### src/rtl/cba_pkg.sv
// shared types and codes for the chained bump allocator
`default_nettype none
package cba_pkg;

	localparam int REQ_W = 17;
	localparam int ALIGN_W = 4;
	localparam int FILL_W = 17;
	localparam int NEED_W = 18;
	localparam int OFFSET_W = 16;
	localparam int PAGE_IDX_W = 3;
	localparam int PAGE_CNT_W = 3;

	typedef enum logic {
		OP_INSERT = 1'b0,
		OP_RESET  = 1'b1
	} op_t;

	typedef enum logic {
		ST_IDLE,
		ST_LOOK
	} state_t;

endpackage
`default_nettype wire

### src/rtl/cba_ram.sv
// generic single write port ram with registered read
`default_nettype none
module cba_ram #(
	parameter int WIDTH = 17,
	parameter int DEPTH = 5
) (
	input  wire logic                     clk,
	input  wire logic                     we,
	input  wire logic [$clog2(DEPTH)-1:0] waddr,
	input  wire logic [WIDTH-1:0]         wdata,
	input  wire logic [$clog2(DEPTH)-1:0] raddr,
	output logic      [WIDTH-1:0]         rdata
);

	logic [WIDTH-1:0] mem_q [DEPTH];

	always_ff @(posedge clk) begin
		if (we) begin
			mem_q[waddr] <= wdata;
		end
		rdata <= mem_q[raddr];
	end

endmodule
`default_nettype wire

### src/rtl/chained_bump_allocator_unit.sv
// chained bump allocator top level: page fill memory and page search sequencer
// an insert tries k pages, one after another, from accept to result strobe (k = 1 to MAX_EXTRA_PAGES+1)
// one fill memory read per page visited sets the pace; busy stays high until the strobe cycle
// a reset-all word is done without leaving idle, strobe in the cycle after accept
// throughput: next word can be accepted in the strobe cycle; results cannot be stalled
// arst_n clears control state: one open page, primary page empty, overflow alignment 0
`default_nettype none
module chained_bump_allocator_unit #(
	parameter int PRIMARY_BYTES = 65536,
	parameter int OVERFLOW_BYTES = 65536,
	parameter int MAX_EXTRA_PAGES = 4
) (
	input  wire logic                           clk,
	input  wire logic                           arst_n,
	input  wire logic                           start,
	output logic                                busy,
	input  wire logic                           operation,
	input  wire logic [cba_pkg::REQ_W-1:0]      request_bytes,
	input  wire logic [cba_pkg::ALIGN_W-1:0]    align_log2,
	input  wire logic                           cfg_write,
	input  wire logic [cba_pkg::ALIGN_W-1:0]    cfg_data,
	output logic                                done,
	output logic                                ok,
	output logic      [cba_pkg::PAGE_IDX_W-1:0] page_index,
	output logic      [cba_pkg::OFFSET_W-1:0]   start_offset,
	output logic      [cba_pkg::PAGE_CNT_W-1:0] pages_in_use
);

	localparam int SLOTS = MAX_EXTRA_PAGES + 1;
	localparam int PW = $clog2(SLOTS);
	localparam int CW = $clog2(MAX_EXTRA_PAGES + 2);
	localparam int CW1 = CW + 1;
	localparam int FW = cba_pkg::FILL_W;
	localparam int NW = cba_pkg::NEED_W;
	localparam logic [FW-1:0] PRIM_SZ = FW'(PRIMARY_BYTES);
	localparam logic [FW-1:0] OVFL_SZ = FW'(OVERFLOW_BYTES);
	localparam logic [NW-1:0] OVFL_NEED = NW'(OVERFLOW_BYTES);
	localparam logic [PW-1:0] LAST_PAGE = PW'(MAX_EXTRA_PAGES);

	cba_pkg::state_t state_q, state_d;
	logic [PW-1:0]                   p_q, p_d;
	logic [CW-1:0]                   open_q, open_d;
	logic                            prim_vld_q, prim_vld_d;
	logic                            fresh_q, fresh_d;
	logic [cba_pkg::REQ_W-1:0]       req_q;
	logic [cba_pkg::ALIGN_W-1:0]     alg_q;
	logic [cba_pkg::ALIGN_W-1:0]     ovfl_align_q;
	logic                            done_q, done_d;
	logic                            ok_q, ok_d;
	logic [PW-1:0]                   page_q, page_d;
	logic [cba_pkg::OFFSET_W-1:0]    offset_q, offset_d;

	logic                            we;
	logic [PW-1:0]                   waddr;
	logic [FW-1:0]                   wdata;
	logic [PW-1:0]                   raddr;
	logic [FW-1:0]                   rdata;

	logic [cba_pkg::ALIGN_W-1:0]     lg;
	logic [NW-1:0]                   step;
	logic [NW-1:0]                   mask;
	logic [NW-1:0]                   req_ext;
	logic [NW-1:0]                   need;
	logic [FW-1:0]                   fill;
	logic [FW-1:0]                   room;
	logic [NW-1:0]                   new_fill;
	logic                            fits;
	logic                            has_next;
	logic                            is_last;

	cba_ram #(
		.WIDTH(FW),
		.DEPTH(SLOTS)
	) u_fill_ram (
		.clk  (clk),
		.we   (we),
		.waddr(waddr),
		.wdata(wdata),
		.raddr(raddr),
		.rdata(rdata)
	);

	// rounding and room check for the page under test
	always_comb begin
		lg = (p_q == '0) ? alg_q : ovfl_align_q;
		step = NW'(1) << lg;
		mask = step - NW'(1);
		req_ext = NW'(req_q);
		need = ((req_ext & mask) != '0) ? ((req_ext & ~mask) + step) : req_ext;
		fill = (fresh_q || (p_q == '0 && !prim_vld_q)) ? '0 : rdata;
		room = ((p_q == '0) ? PRIM_SZ : OVFL_SZ) - fill;
		fits = need <= NW'(room);
		new_fill = NW'(fill) + need;
		has_next = (CW1'(p_q) + CW1'(1)) < CW1'(open_q);
		is_last = p_q == LAST_PAGE;
	end

	always_ff @(posedge clk or negedge arst_n) begin
		if (!arst_n) begin
			state_q <= cba_pkg::ST_IDLE;
			p_q <= '0;
			open_q <= CW'(1);
			prim_vld_q <= 1'b0;
			fresh_q <= 1'b0;
			ovfl_align_q <= '0;
			done_q <= 1'b0;
		end else begin
			state_q <= state_d;
			p_q <= p_d;
			open_q <= open_d;
			prim_vld_q <= prim_vld_d;
			fresh_q <= fresh_d;
			done_q <= done_d;
			if (cfg_write) begin
				ovfl_align_q <= cfg_data;
			end
		end
	end

	always_ff @(posedge clk) begin
		if (start && state_q == cba_pkg::ST_IDLE) begin
			req_q <= request_bytes;
			alg_q <= align_log2;
		end
		ok_q <= ok_d;
		page_q <= page_d;
		offset_q <= offset_d;
	end

	always_comb begin
		state_d = state_q;
		p_d = p_q;
		open_d = open_q;
		prim_vld_d = prim_vld_q;
		fresh_d = fresh_q;
		done_d = 1'b0;
		ok_d = ok_q;
		page_d = page_q;
		offset_d = offset_q;
		we = 1'b0;
		waddr = p_q;
		wdata = FW'(new_fill);
		raddr = is_last ? p_q : p_q + PW'(1);
		unique case (state_q)
			cba_pkg::ST_IDLE: begin
				raddr = '0;
				if (start) begin
					if (operation == cba_pkg::OP_RESET) begin
						open_d = CW'(1);
						prim_vld_d = 1'b0;
						done_d = 1'b1;
						ok_d = 1'b1;
						page_d = '0;
						offset_d = '0;
					end else begin
						state_d = cba_pkg::ST_LOOK;
						p_d = '0;
						fresh_d = 1'b0;
					end
				end
			end
			cba_pkg::ST_LOOK: begin
				if (fits) begin
					we = 1'b1;
					if (p_q == '0) begin
						prim_vld_d = 1'b1;
					end
					done_d = 1'b1;
					ok_d = 1'b1;
					page_d = p_q;
					offset_d = fill[cba_pkg::OFFSET_W-1:0];
					state_d = cba_pkg::ST_IDLE;
				end else if (has_next) begin
					p_d = p_q + PW'(1);
					fresh_d = 1'b0;
				end else if (is_last || need > OVFL_NEED) begin
					done_d = 1'b1;
					ok_d = 1'b0;
					page_d = '0;
					offset_d = '0;
					state_d = cba_pkg::ST_IDLE;
				end else begin
					// open a new overflow page, cleared in memory
					p_d = p_q + PW'(1);
					open_d = CW'(p_q) + CW'(2);
					fresh_d = 1'b1;
					we = 1'b1;
					waddr = p_q + PW'(1);
					wdata = '0;
				end
			end
			default: begin
				state_d = cba_pkg::ST_IDLE;
			end
		endcase
	end

	assign busy = state_q != cba_pkg::ST_IDLE;
	assign done = done_q;
	assign ok = ok_q;
	assign page_index = cba_pkg::PAGE_IDX_W'(page_q);
	assign start_offset = offset_q;
	assign pages_in_use = cba_pkg::PAGE_CNT_W'(open_q);

endmodule
`default_nettype wire

### config.mk
export PLATFORM = sky130hd
export DESIGN_NAME = chained_bump_allocator_unit
export DESIGN_NICKNAME = d
export VERILOG_FILES = /design/src/rtl/cba_pkg.sv /design/src/rtl/cba_ram.sv /design/src/rtl/chained_bump_allocator_unit.sv
export SDC_FILE = /design/constraint.sdc
export NUM_CORES = 1
export LEC_CHECK = 0
export BUFFER_PORTS_ARGS = -buffer_cell sky130_fd_sc_hd__clkbuf_2
export CAP_MARGIN = 20
export CORE_MARGIN = 2
export CORE_UTILIZATION = 67
export CTS_BUF_LIST = sky130_fd_sc_hd__clkbuf_16
export DETAILED_ROUTE_END_ITERATION = 12
export PLACE_DENSITY = 0.91
export SLEW_MARGIN = 20
export SYNTH_ARGS = -nofsm -noshare
export SYNTH_HDL_FRONTEND = slang
export SYNTH_SLANG_ARGS = --single-unit
### constraint.sdc
create_clock -name clk -period 25.8 [get_ports clk]
set_input_delay 3.87 -clock clk [delete_from_list [all_inputs] [get_ports clk]]
set_output_delay 3.87 -clock clk [all_outputs]
set_load 0.01 [all_outputs]
* After elaboration in Yosys (flattened, before gate mapping)
Memory sizes are Yosys's and may differ from the RTL's. A register that Yosys moved wholly into a read port is not among the register bits.
Index checks and enable logic that the tools add are counted.
** Word-level totals
- Flip-flop bits (word level) :: 55
- Memories :: 1
- Memory bits (writable) :: 85
- Output and inout bits :: 25
- Input port bits :: 30
- Word-level logic and storage cells :: 122
** Cells by class
- Reductions and logical operators :: 12
- Shift operators :: 1
- Add/sub/neg operators :: 7
- Muxes and demuxes :: 70
- Bitwise gates (word level) :: 4
- Magnitude comparators :: 3
- Equality and inequality tests :: 12
** Memory list
- u_fill_ram.mem_q :: depth 5, bits a word 17, rd ports 1, clocked after memory_dff 1, wr ports 1, RTL line cba_ram.sv:15 : logic [WIDTH-1:0] mem_q [DEPTH];
** Operators by type and width (count)
- $mux W17 :: 5
- $mux W16 :: 5
- $mux W3 :: 20
- $and A17 B18 Y18 :: 2
- $pmux W16 S2 :: 1
- $mux W1 :: 29
- $add A18 B18 Y18 :: 1
- $gt A18 B17 Y1 const B :: 1
- $le A18 B17 Y1 :: 1
- $mux W18 :: 1
- $not A18 Y18 :: 1
- $pmux W3 S2 :: 3
- $reduce_bool A18 Y1 :: 1
- $shl A1 B4 Y18 const A :: 1
- $sub A18 B1 Y18 const B :: 1
- $add A17 B17 Y17 :: 1
- $sub A17 B17 Y17 const A :: 1
- $ne A2 B2 Y1 const B :: 6
- $reduce_and A4 Y1 :: 3
- $pmux W1 S2 :: 5
- $ne A3 B3 Y1 const B :: 2
- $reduce_and A5 Y1 :: 1
- $add A3 B1 Y4 const B :: 1
- $lt A4 B3 Y1 :: 1
- other kinds (12) :: 15

* Depth between registers and ports, before layout
Gate-level depths: netlist of run 1.
- Depth in word-level cells :: 16
- Depth in mapped cells :: 37
- Depth with buffers taken out :: 32

* Hierarchy
Synthesis of run 1 repeated with hierarchy kept, for this count alone.
** Second synthesis, totals
- Cell total of the unflattened synthesis :: 928
- Area, all modules :: 9879.5 sq um
** By module, submodules not included
- chained_bump_allocator_unit :: area an instance 6092.1 sq um, cells an instance 722, times used 1
- cba_ram :: area an instance 3787.4 sq um, cells an instance 206, times used 1

* Least setup slack after synthesis of run 1
Ideal clock, no wire load.
- Path type :: reg2reg
- Start point :: register p_q[0]
- End point :: memory u_fill_ram.mem_q[2][0], enable pin
- Period minus slack after synthesis :: 8350 ps
- Required time :: 25387 ps
- Stages on the path, launching flop included :: 33
- Setup time :: 413 ps
- Setup slack :: 17450 ps
- Data arrival time :: 7937 ps
- Cell sequence :: dfrtp_1 clkbuf_1 inv_1 ha_1 nand2b_4 buf_8 mux2_2 nand2_1 ha_1 clkbuf_1 clkbuf_1 o21ai_0 and2_1 ha_1 inv_1 a2111oi_0 nor3_2 o41ai_2 o21a_1 o311ai_1 mux2_2 ha_1 nand3_1 nor2_1 a221o_1 a211o_1 o211ai_1 or4_1 or4_4 and2_4 buf_6 o22a_1 nor3_1
** On the way
- Word-level cells in the longest chain between the ends :: 16
- Elaborated cells between the ends (all ways) :: 31
- Those cells by class :: add/sub (5); order compare (3); eq/ne (1); shift (1); mux (13); bitwise (3); reduce/logical (5)
** RTL lines
- start, declared :: RTL line chained_bump_allocator_unit.sv:41 : logic [PW-1:0] p_q, p_d;
- start signal, assigned :: RTL line chained_bump_allocator_unit.sv:109 : p_q <= p_d;
- $logic_not A3 Y1 :: RTL line chained_bump_allocator_unit.sv:85, chained_bump_allocator_unit.sv:90
- $mux W4 :: RTL line chained_bump_allocator_unit.sv:85 : lg = (p_q == '0) ? alg_q : ovfl_align_q;
- $shl A1 B4 Y18 :: RTL line chained_bump_allocator_unit.sv:86 : step = NW'(1) << lg;
- $sub A18 B1 Y18 :: RTL line chained_bump_allocator_unit.sv:87 : mask = step - NW'(1);
- $not A18 Y18 :: RTL line chained_bump_allocator_unit.sv:89 : need = ((req_ext & mask) != '0) ? ((req_ext & ~mask) + step) : req_ext;
- $and A17 B18 Y18 :: RTL line chained_bump_allocator_unit.sv:89
- $add A18 B18 Y18 :: RTL line chained_bump_allocator_unit.sv:89
- $mux W18 :: RTL line chained_bump_allocator_unit.sv:89
- $gt A18 B17 Y1 :: RTL line chained_bump_allocator_unit.sv:176 : end else if (is_last || need > OVFL_NEED) begin
- $logic_or A1 B1 Y1 :: RTL line chained_bump_allocator_unit.sv:176
- $mux W1 :: RTL line chained_bump_allocator_unit.sv:176
- $mux W1 :: RTL line chained_bump_allocator_unit.sv:173 : end else if (has_next) begin
- $mux W1 :: RTL line chained_bump_allocator_unit.sv:163 : if (fits) begin
- $mux W1 :: RTL line chained_bump_allocator_unit.sv:144 : unique case (state_q)
- $mux W1 :: RTL line cba_ram.sv:18 : if (we) begin
- $mux W1 (not written as such) :: RTL line cba_ram.sv:19 : mem_q[waddr] <= wdata;
- end, declared :: RTL line cba_ram.sv:15
Parallel ways exist; a longest one is shown, timed or not.

* Worst setup path after layout of run 1
- Start point :: register p_q[0]
- End point :: memory u_fill_ram.mem_q[0][12], enable pin
Same word-level chain as after synthesis.

==> results_dict.tcl, run 1 <==
set metrics [dict create \
    p_leak_uw 0.00429 \
    clk_latency_ns 0.44 \
    drcViolationCount 0 \
    dpl.hpwl_um 17600 \
    antenna_cells 0 \
    seq_area_frac_synth 0.470 \
    initial_core_util 0.687 \
    holdCritStartpoint "u_fill_ram.mem_q[4][3]" \
    internal-power_uw 904 \
    synth-edff-count 126 \
    area_growth_syn_to_layout_pct 11.0 \
    yosysTopAreaCell "edfxtp_1" \
    pwr-share-clk 0.172 \
    drv_slew 0 \
    ios 55 \
    drtIter0Drc 1033 \
    drt_pass1_iterations 7 \
    die_y_um 123 \
    viasPerCell 6.84 \
    cts_setup_buffers 0 \
    placed_cell_area_sq_um 9930 \
    first_global_vias 7384 \
    nets 998 \
    async_reset_ff_frac 0.0892 \
    yosys.area.top_type_share 0.397 \
    post_drt_wl_per_cell_um 23.3 \
    grt_pass1_wl_um 39700 \
    critPathMaxFanout 23 \
    end_kind "register" \
    cts_root_buf "clkbuf_16" \
    numPortBuffers 54 \
    grt-ovfl-total 0 \
    synth_area_per_cell_sq_um 10.9 \
    cts_max_level 4 \
    drtAntennaViolNets 0 \
    yosysWarnings 0 \
    power_density_nw_per_um2 151 \
    synth_area_leaders "edfxtp_1 40%, ha_1 6.6%, mux4_2 4.0%" \
    clk_path_buf_depth 2 \
    fin_crit_sh 0.349 \
    ff2ff_setup_slack_ns 16.80 \
    track_usage 0.355 \
    synth_top_flop_cell "edfxtp_1" \
    netlist-cell-type-count 93 \
    fillerInstances 905 \
    regToRegEndpoint "u_fill_ram.mem_q[0][12]" \
    syn_inst 872 \
    routed_wl_um 25900 \
    ctsHoldBuffers 0 \
    p_sw_frac 0.434 \
    cp.buffers_inverters 2 \
    cts_tree "built" \
    rows 43 \
    die-area_sq_um 15200 \
    cts_buffers 17 \
    cpMaxStageDelayCell "ha_1" \
    antenna_found_initial 0 \
    grt_setup_unrepaired "no" \
    crit_type "register to register" \
    die_x_um 123 \
    whs_endpoint "u_fill_ram.rdata[3]" \
    cp.required_ns 25.86 \
    syn_area_sq_um 9530 \
    routabilityCongestion 0.975 \
    ir_worst_vdd_mv 0.0953 \
    power_frac_seq 0.298 \
    worstRegToRegCells 25 \
    synth-seq-cells 157 \
    r2r_start "p_q[0]" \
    drive_gt1_frac 0.186 \
    worstSetupStartpointType "register" \
    p_comb_frac 0.530 \
    clk_pin_slew_ns 0.06 \
    stdcell_area_sq_um 10600 \
    cpMostUsedCell "ha_1" \
    grt_max_degree 25 \
    holdCritPathClass "register to register" \
    status "completed" \
    finalHoldViolCount 0 \
    switching_power_uw 692 \
    synth_common_cells "126 x edfxtp_1, 80 x nor2_1, 76 x nand2_1, 50 x ha_1, 48 x inv_1" \
    cpPeakStageDelay_ns 0.73 \
    syn_nets 953 \
    arrival_ns 9.06 \
    cts_resized 0 \
    core_sq_um 13900 \
    yosysMostFrequentCell "edfxtp_1" \
    tns_ns 0 \
    fin_crit_ns 9.00 \
    slew_headroom 0.313 \
    critPathTopFamily "simple AND/OR/NAND/NOR gates" \
    finalSetupViolations 0 \
    fmax_mhz 111 \
    vias 7590 \
    cap_viol_max_count 0 \
    cts.sinks 157 \
    clock_skew_ns 0.0140 \
    min_path_cells 1 \
    worstMarginPinSlew_ns 1.02 \
]
state kept, by name, summed over array words and instances (netlist names):
name / count
p_q: 3
pages_in_use: 3
u_fill_ram.mem_q: 85
u_fill_ram.rdata: 17
ok: 1
start_offset: 16
alg_q: 4
req_q: 17
done: 1
busy: 1
fresh_q: 1
page_index: 3
prim_vld_q: 1
ovfl_align_q: 4
metal layers:
metal | track usage | up-vias | part of all wire
li1 | - | 3358 | -
met1 | 0.428 | 3661 | 0.38
met2 | 0.602 | 462 | 0.50
met3 | 0.0724 | 109 | 0.072
met4 | 0.185 | 0 | 0.049
met5 | 0 | - | 0
power groups by stage:
stage	registers, uW	clock network [uW]	logic (uW)
after global routing	479	285	915
final	476	275	845
after CTS	473	275	826
after floorplan	462	0	595
after detailed placement	475	0	798
after global placement	470	0	769
how the worst max path moves through the flow:
stage | from | to | slack [ns] | depth (start not counted)
floorplan | p_q[0] | u_fill_ram.mem_q[2][0] | 17.45 | 32
finish | p_q[0] | u_fill_ram.mem_q[0][12] | 16.80 | 25
global route | p_q[0] | u_fill_ram.mem_q[0][12] | 16.28 | 27
CTS | p_q[0] | u_fill_ram.mem_q[0][12] | 16.70 | 26
global placement | p_q[0] | u_fill_ram.mem_q[0][10] | 17.06 | 26
detailed placement | p_q[0] | u_fill_ram.mem_q[0][11] | 16.83 | 26
through the flow:
step / util / hold WS, ns / setup slack [ns] / total power, uW / std cells
3_5_place_dp: 0.715 / 0.460 / 16.83 / 1270 / 1078
4_1_cts: 0.761 / 0.477 / 16.70 / 1570 / 1110
2_1_floorplan: - / 0.448 / 17.45 / 1060 / 872
3_3_place_gp: 0.714 / 0.451 / 17.06 / 1240 / 1077
5_1_grt: 0.762 / 0.492 / 16.28 / 1680 / 1110
6_report: 0.762 / 0.475 / 16.80 / 1600 / 1110
logic make-up after synthesis:
logic type	count (synthesis)	synth area share
and+or+nand+nor	293	0.156
AOI/OAI and AO/OA	184	0.136
DFF	157	0.470
buffers and inverters	84	0.0374
muxes	65	0.0982
adders and majority gates	51	0.0677
xor gates and xnor gates	38	0.0349
cells in the final DEF, fill, tap and decap left out, drive strengths merged, types with 10 or more instances in the layout:
cell type,Yosys,final
a21o,16,16
a21oi,44,44
a31oi,12,12
and2,11,11
clkbuf,24,71
dfrtp,13,13
dfxtp,17,17
edfxtp,126,126
ha,50,50
inv,48,54
mux2,33,33
mux2i,15,15
mux4,17,17
nand2,76,76
nand2b,15,15
nand3,27,27
nand4,11,11
nor2,80,80
nor3,21,21
o21ai,30,30
xnor2,28,28
xor2,10,10
cell type report:
class	count	area, sq um	share of cell area
multi-input combinational	631	4730	0.447
inverter	49	184	0.0174
sequential	157	4480	0.423
timing repair buffer	61	330	0.0312
clock inverter	15	210	0.0199
clock buffer	17	425	0.0402
tap	180	225	0.0213
Power figures use the tool's default switching activity.
==> inputs of run 2 (changes only) <==
--- a/config.mk
+++ b/config.mk
@@ -8,10 +8,10 @@
 export BUFFER_PORTS_ARGS = -buffer_cell sky130_fd_sc_hd__clkbuf_2
 export CAP_MARGIN = 20
 export CORE_MARGIN = 2
-export CORE_UTILIZATION = 67
+export CORE_UTILIZATION = 62
 export CTS_BUF_LIST = sky130_fd_sc_hd__clkbuf_16
 export DETAILED_ROUTE_END_ITERATION = 12
-export PLACE_DENSITY = 0.91
+export PLACE_DENSITY = 0.86
 export SLEW_MARGIN = 20
 export SYNTH_ARGS = -nofsm -noshare
 export SYNTH_HDL_FRONTEND = slang
==> constraint.sdc (replaced) <==
create_clock -name clk -period 9.1 [get_ports clk]
set_input_delay 1.365 -clock clk [delete_from_list [all_inputs] [get_ports clk]]
set_output_delay 1.365 -clock clk [all_outputs]
set_load 0.01 [all_outputs]
==> run 2 against run 1 <==
Global-route usage decreased by 5.4 points; sequential share of layout area about the same; worst hold slack improved by 0.00092 ns; fmax increased by 8.3%; die area increased by 7.8%; first-iteration DRC count decreased by 10%; critical endpoint is now u_fill_ram.mem_q[0][9]; largest cell class unchanged; largest power group unchanged.
==> results_dict.tcl, run 2 (synthesized netlist as in run 1, its figures left out) <==
set metrics [dict create \
    status "completed" \
    die_x_um 128 \
    drt_pass1_iterations 5 \
    cp.buffers_inverters 3 \
    p_sw_frac 0.435 \
    drive_gt1_frac 0.193 \
    finalHoldViolCount 0 \
    drtAntennaViolNets 0 \
    critPathTopFamily "simple AND/OR/NAND/NOR gates" \
    layout_commonest_cell "edfxtp_1" \
    worstSetupStartpointType "register" \
    drcViolationCount 0 \
    stdcell_area_sq_um 10600 \
    cts_setup_buffers 0 \
    finalSetupViolations 0 \
    slew_headroom 0.370 \
    drv_slew 0 \
    initial_core_util 0.632 \
    post_drt_wl_per_cell_um 21.4 \
    whs_ns 0.476 \
    fin_crit_ns 8.31 \
    fin_crit_sh 0.913 \
    clk_pin_slew_ns 0.07 \
    tns_ns 0 \
    cpPeakStageDelay_ns 0.52 \
    cp.required_ns 9.21 \
    worstSetupStartpoint "p_q[0]" \
    drtIter0Drc 927 \
    cts_buffers 17 \
    min_path_cells 1 \
    largest_reg_flops 85 \
    switching_power_uw 1920 \
    cts_root_buf "clkbuf_16" \
    nets 1005 \
    cap_viol_max_count 0 \
    cts.sinks 157 \
    antenna_found_initial 0 \
    whs_endpoint "u_fill_ram.rdata[1]" \
    rows 45 \
    die_y_um 128 \
    worstRegToRegCells 29 \
    worstMarginPinSlew_ns 0.919 \
    clock_skew_ns 0.0143 \
    clk_path_buf_depth 2 \
    cpMaxStageDelayCell "dfrtp_1" \
    p_leak_uw 0.00429 \
    ios 55 \
    dpl.hpwl_um 17300 \
    die-area_sq_um 16400 \
    placed_cell_area_sq_um 10000 \
    grt_pass1_wl_um 37400 \
    arrival_ns 8.42 \
    vias 7318 \
    track_usage 0.301 \
    antenna_cells 0 \
    top_regs "u_fill_ram.mem_q: 85 flops, req_q: 17 flops, u_fill_ram.rdata: 17 flops" \
    cts_max_level 4 \
    layout_common_cells "126 x edfxtp_1, 80 x nor2_1, 76 x nand2_1, 54 x clkbuf_2, 50 x ha_1" \
    viasPerCell 6.50 \
    ir_worst_vdd_mv 0.242 \
    end_kind "register" \
    internal-power_uw 2500 \
    regToRegEndpoint "u_fill_ram.mem_q[0][9]" \
    core_sq_um 15100 \
    power_density_nw_per_um2 418 \
    ctsHoldBuffers 0 \
    crit_type "register to register" \
    clk_latency_ns 0.44 \
    first_global_vias 7116 \
    holdCritPathClass "register to register" \
    routabilityCongestion 1.00 \
    p_comb_frac 0.540 \
    cts_resized 0 \
    holdCritStartpoint "u_fill_ram.mem_q[4][1]" \
    numPortBuffers 54 \
    ff2ff_setup_slack_ns 0.79 \
    critPathMaxFanout 22 \
    r2r_start "p_q[0]" \
    power_frac_seq 0.302 \
    cts_tree "built" \
    grt-ovfl-total 0 \
    routed_wl_um 24000 \
    area_growth_syn_to_layout_pct 11.0 \
    largest_register "u_fill_ram.mem_q" \
    fmax_mhz 120 \
    cpMostUsedCell "ha_1" \
    grt_max_degree 25 \
    grt_setup_unrepaired "no" \
    pwr-share-clk 0.158 \
]
[run 2: cell count changes in the layout (fill, tap and decap cells not counted)]
cell        previous run  this run
a21oi_4                1         0
buf_4                  6        13
clkinv_8               0         1
inv_6                  3         6
clkinv_4               2         0
a21oi_2                2         3
clkinv_2               1         2
bufinv_16              4         1
clkinvlp_4             2         3
inv_1                 49        48
[run 2: how the worst max path moves through the flow]
stage,endpoint,slack (ns),cells past startpoint
6_report,u_fill_ram.mem_q[0][9],0.79,29
5_1_grt,u_fill_ram.mem_q[0][9],0.46,29
4_1_cts,u_fill_ram.mem_q[0][9],1.01,29
3_5_place_dp,u_fill_ram.mem_q[0][10],1.11,29
3_3_place_gp,u_fill_ram.mem_q[0][12],1.21,26
2_1_floorplan,u_fill_ram.mem_q[2][0],0.75,32
[run 2: stage by stage]
step	utilization	total power, uW	setup WS, ns	instances
after floorplan	-	3000	0.750	872
after global placement	0.661	3540	1.21	1092
after detailed placement	0.663	3630	1.11	1093
after CTS	0.701	4370	1.01	1125
after global routing	0.701	4670	0.457	1125
final	0.701	4420	0.792	1125
[run 2: worst register-to-register path, delay by kind of cell, from the launching register on]
kind            cells  cell delay [ns]
mux                 1             0.45
fa+ha+maj           3             0.99
buf+inv             3             0.74
compound gates     12             2.17
flops               1             0.52
simple gates        9             2.88
xor+xnor            1             0.25
[run 2: power by group through the flow]
stage | Combinational, uW | Sequential [uW] | Clock (uW)
floorplan | 1690 | 1310 | 0
global placement | 2210 | 1330 | 0
detailed placement | 2290 | 1340 | 0
CTS | 2340 | 1330 | 706
global route | 2590 | 1350 | 733
finish | 2390 | 1330 | 699
[run 2: per-layer routing]
| metal | part of all wire | track usage | vias to the layer above |
|---|---|---|---|
| met5 | 0 | 0 | - |
| met4 | 0.047 | 0.154 | 0 |
| met3 | 0.066 | 0.0584 | 90 |
| met2 | 0.49 | 0.508 | 340 |
| met1 | 0.40 | 0.372 | 3513 |
| li1 | - | - | 3375 |
[run 2: area by class of cell]
type	instances	area, sq um
inverter	49	184
fill	1053	4510
clock inverter	15	154
multi-input combinational	631	4720
tap	188	235
sequential	157	4480
timing repair buffer	68	383
clock buffer	17	425
==> inputs of run 3 (changes only) <==
--- a/config.mk
+++ b/config.mk
@@ -5,11 +5,10 @@
 export SDC_FILE = /design/constraint.sdc
 export NUM_CORES = 1
 export LEC_CHECK = 0
-export BUFFER_PORTS_ARGS = -buffer_cell sky130_fd_sc_hd__clkbuf_2
+export BUFFER_PORTS_ARGS = -buffer_cell sky130_fd_sc_hd__buf_2
 export CAP_MARGIN = 20
 export CORE_MARGIN = 2
 export CORE_UTILIZATION = 62
-export CTS_BUF_LIST = sky130_fd_sc_hd__clkbuf_16
 export DETAILED_ROUTE_END_ITERATION = 12
 export PLACE_DENSITY = 0.86
 export SLEW_MARGIN = 20
==> run 3 against run 2 <==
Power down 2.0%; global-route usage up 0.39 points; sequential share of layout area up 0.17 points; critical endpoint is now u_fill_ram.mem_q[0][14]; largest cell class unchanged.
==> results_dict.tcl, run 3 (synthesized netlist as in run 1, its figures left out) <==
set metrics [dict create \
    viasPerCell 6.50 \
    area_growth_syn_to_layout_pct 10.6 \
    clock_skew_ns 0.0102 \
    p_comb_frac 0.542 \
    grt-ovfl-total 0 \
    end_kind "register" \
    switching_power_uw 1880 \
    drtAntennaViolNets 0 \
    critPathMaxFanout 22 \
    arrival_ns 8.27 \
    post_drt_wl_per_cell_um 21.3 \
    drtIter0Drc 799 \
    power_density_nw_per_um2 411 \
    grt_max_degree 25 \
    p_leak_uw 0.00425 \
    drv_slew 0 \
    top_regs "u_fill_ram.mem_q: 85 flops, req_q: 17 flops, u_fill_ram.rdata: 17 flops" \
    largest_reg_flops 85 \
    cp.required_ns 9.21 \
    placed_cell_area_sq_um 10000 \
    die_y_um 128 \
    ir_worst_vdd_mv 0.250 \
    cts_root_buf "clkbuf_16" \
    cts_resized 0 \
    antenna_found_initial 0 \
    routed_wl_um 23900 \
    track_usage 0.305 \
    layout_commonest_cell "edfxtp_1" \
    worstSetupStartpointType "register" \
    cts_buffers 17 \
    die_x_um 128 \
    status "completed" \
    pwr-share-clk 0.151 \
    fin_crit_ns 8.16 \
    fmax_mhz 123 \
    clk_path_buf_depth 2 \
    clk_pin_slew_ns 0.07 \
    routabilityCongestion 0.961 \
    cts.sinks 157 \
    slew_headroom 0.417 \
    fin_crit_sh 0.896 \
    ctsHoldBuffers 0 \
    finalHoldViolCount 0 \
    crit_type "register to register" \
    numPortBuffers 54 \
    cts_tree "built" \
    stdcell_area_sq_um 10500 \
    worstMarginPinSlew_ns 0.873 \
    tns_ns 0 \
    vias 7319 \
    largest_register "u_fill_ram.mem_q" \
    core_sq_um 15100 \
    power_frac_seq 0.307 \
    grt_pass1_wl_um 37900 \
    rows 45 \
    ios 55 \
    nets 1006 \
    clk_latency_ns 0.44 \
    p_sw_frac 0.433 \
    first_global_vias 7189 \
    internal-power_uw 2460 \
    drcViolationCount 0 \
    grt_setup_unrepaired "no" \
    drt_pass1_iterations 5 \
    drive_gt1_frac 0.192 \
    cts_max_level 4 \
    holdCritPathClass "register to register" \
    cap_viol_max_count 0 \
    initial_core_util 0.632 \
    die-area_sq_um 16400 \
    antenna_cells 0 \
    cts_setup_buffers 0 \
    finalSetupViolations 0 \
    layout_common_cells "126 x edfxtp_1, 80 x nor2_1, 76 x nand2_1, 54 x buf_2, 50 x ha_1" \
    dpl.hpwl_um 17500 \
]
-- run 3: per-stage QoR --
stage	hold WS [ns]	cells	utilization	setup slack [ns]	total power, uW
after floorplan	0.448	872	-	0.750	3000
after global placement	0.452	1094	0.662	1.21	3550
after detailed placement	0.455	1094	0.663	1.18	3610
after CTS	0.476	1126	0.698	1.11	4300
after global routing	0.486	1126	0.698	0.610	4600
final	0.470	1126	0.698	0.943	4330
-- run 3: per-layer routing --
metal,wire [um],GRT usage,vias to the layer above
li1,-,-,3379
met1,9710,0.386,3538
met2,11800,0.510,318
met3,1410,0.0614,84
met4,976,0.142,0
met5,0,0,-
-- run 3: layout make-up --
class | instances | area (sq um)
repair buffers | 69 | 383
multi-input cells | 631 | 4720
flip-flops and latches | 157 | 4480
clock inverters | 14 | 109
clock buffers | 18 | 429
well taps | 188 | 235
inverters | 49 | 184
fillers | 1112 | 4550
-- run 3: worst max-delay path: stages, from the launching register on --
cell       delay (ns)
dfrtp_1          0.50
inv_1            0.19
ha_1             0.39
nand2b_4         0.35
mux2_2           0.44
nand2_1          0.14
ha_1             0.44
clkinv_1         0.34
mux2i_1          0.20
a32o_1           0.29
a2111oi_2        0.43
and2_1           0.43
mux2_2           0.43
ha_1             0.34
a21oi_1          0.08
o221ai_1         0.19
a21oi_1          0.09
o21ai_0          0.15
a221o_1          0.17
a211o_1          0.12
o211ai_1         0.13
or4_1            0.48
or4_4            0.46
and2_4           0.19
or4_4            0.42
a21oi_2          0.15
buf_4            0.27
-- run 3: final timing paths --
kind | start | end | slack, ns | cells after the start
min in group asynchronous | arst_n | ovfl_align_q[2] | 0.83 | 1
setup / recovery | p_q[0] | u_fill_ram.mem_q[0][14] | 0.94 | 26
hold reg to reg | u_fill_ram.mem_q[4][2] | u_fill_ram.rdata[2] | 0.47 | 1
max in group asynchronous | arst_n | pages_in_use[0] | 7.96 | 1
setup reg to reg | p_q[0] | u_fill_ram.mem_q[0][14] | 0.94 | 26
hold / removal | u_fill_ram.mem_q[4][2] | u_fill_ram.rdata[2] | 0.47 | 1
-- run 3: power groups by stage --
stage	combinational, uW	sequential, uW	clock [uW]
final	2350	1330	656
after global routing	2560	1340	690
after CTS	2310	1320	664
after detailed placement	2280	1340	0
after global placement	2220	1330	0
after floorplan	1690	1310	0
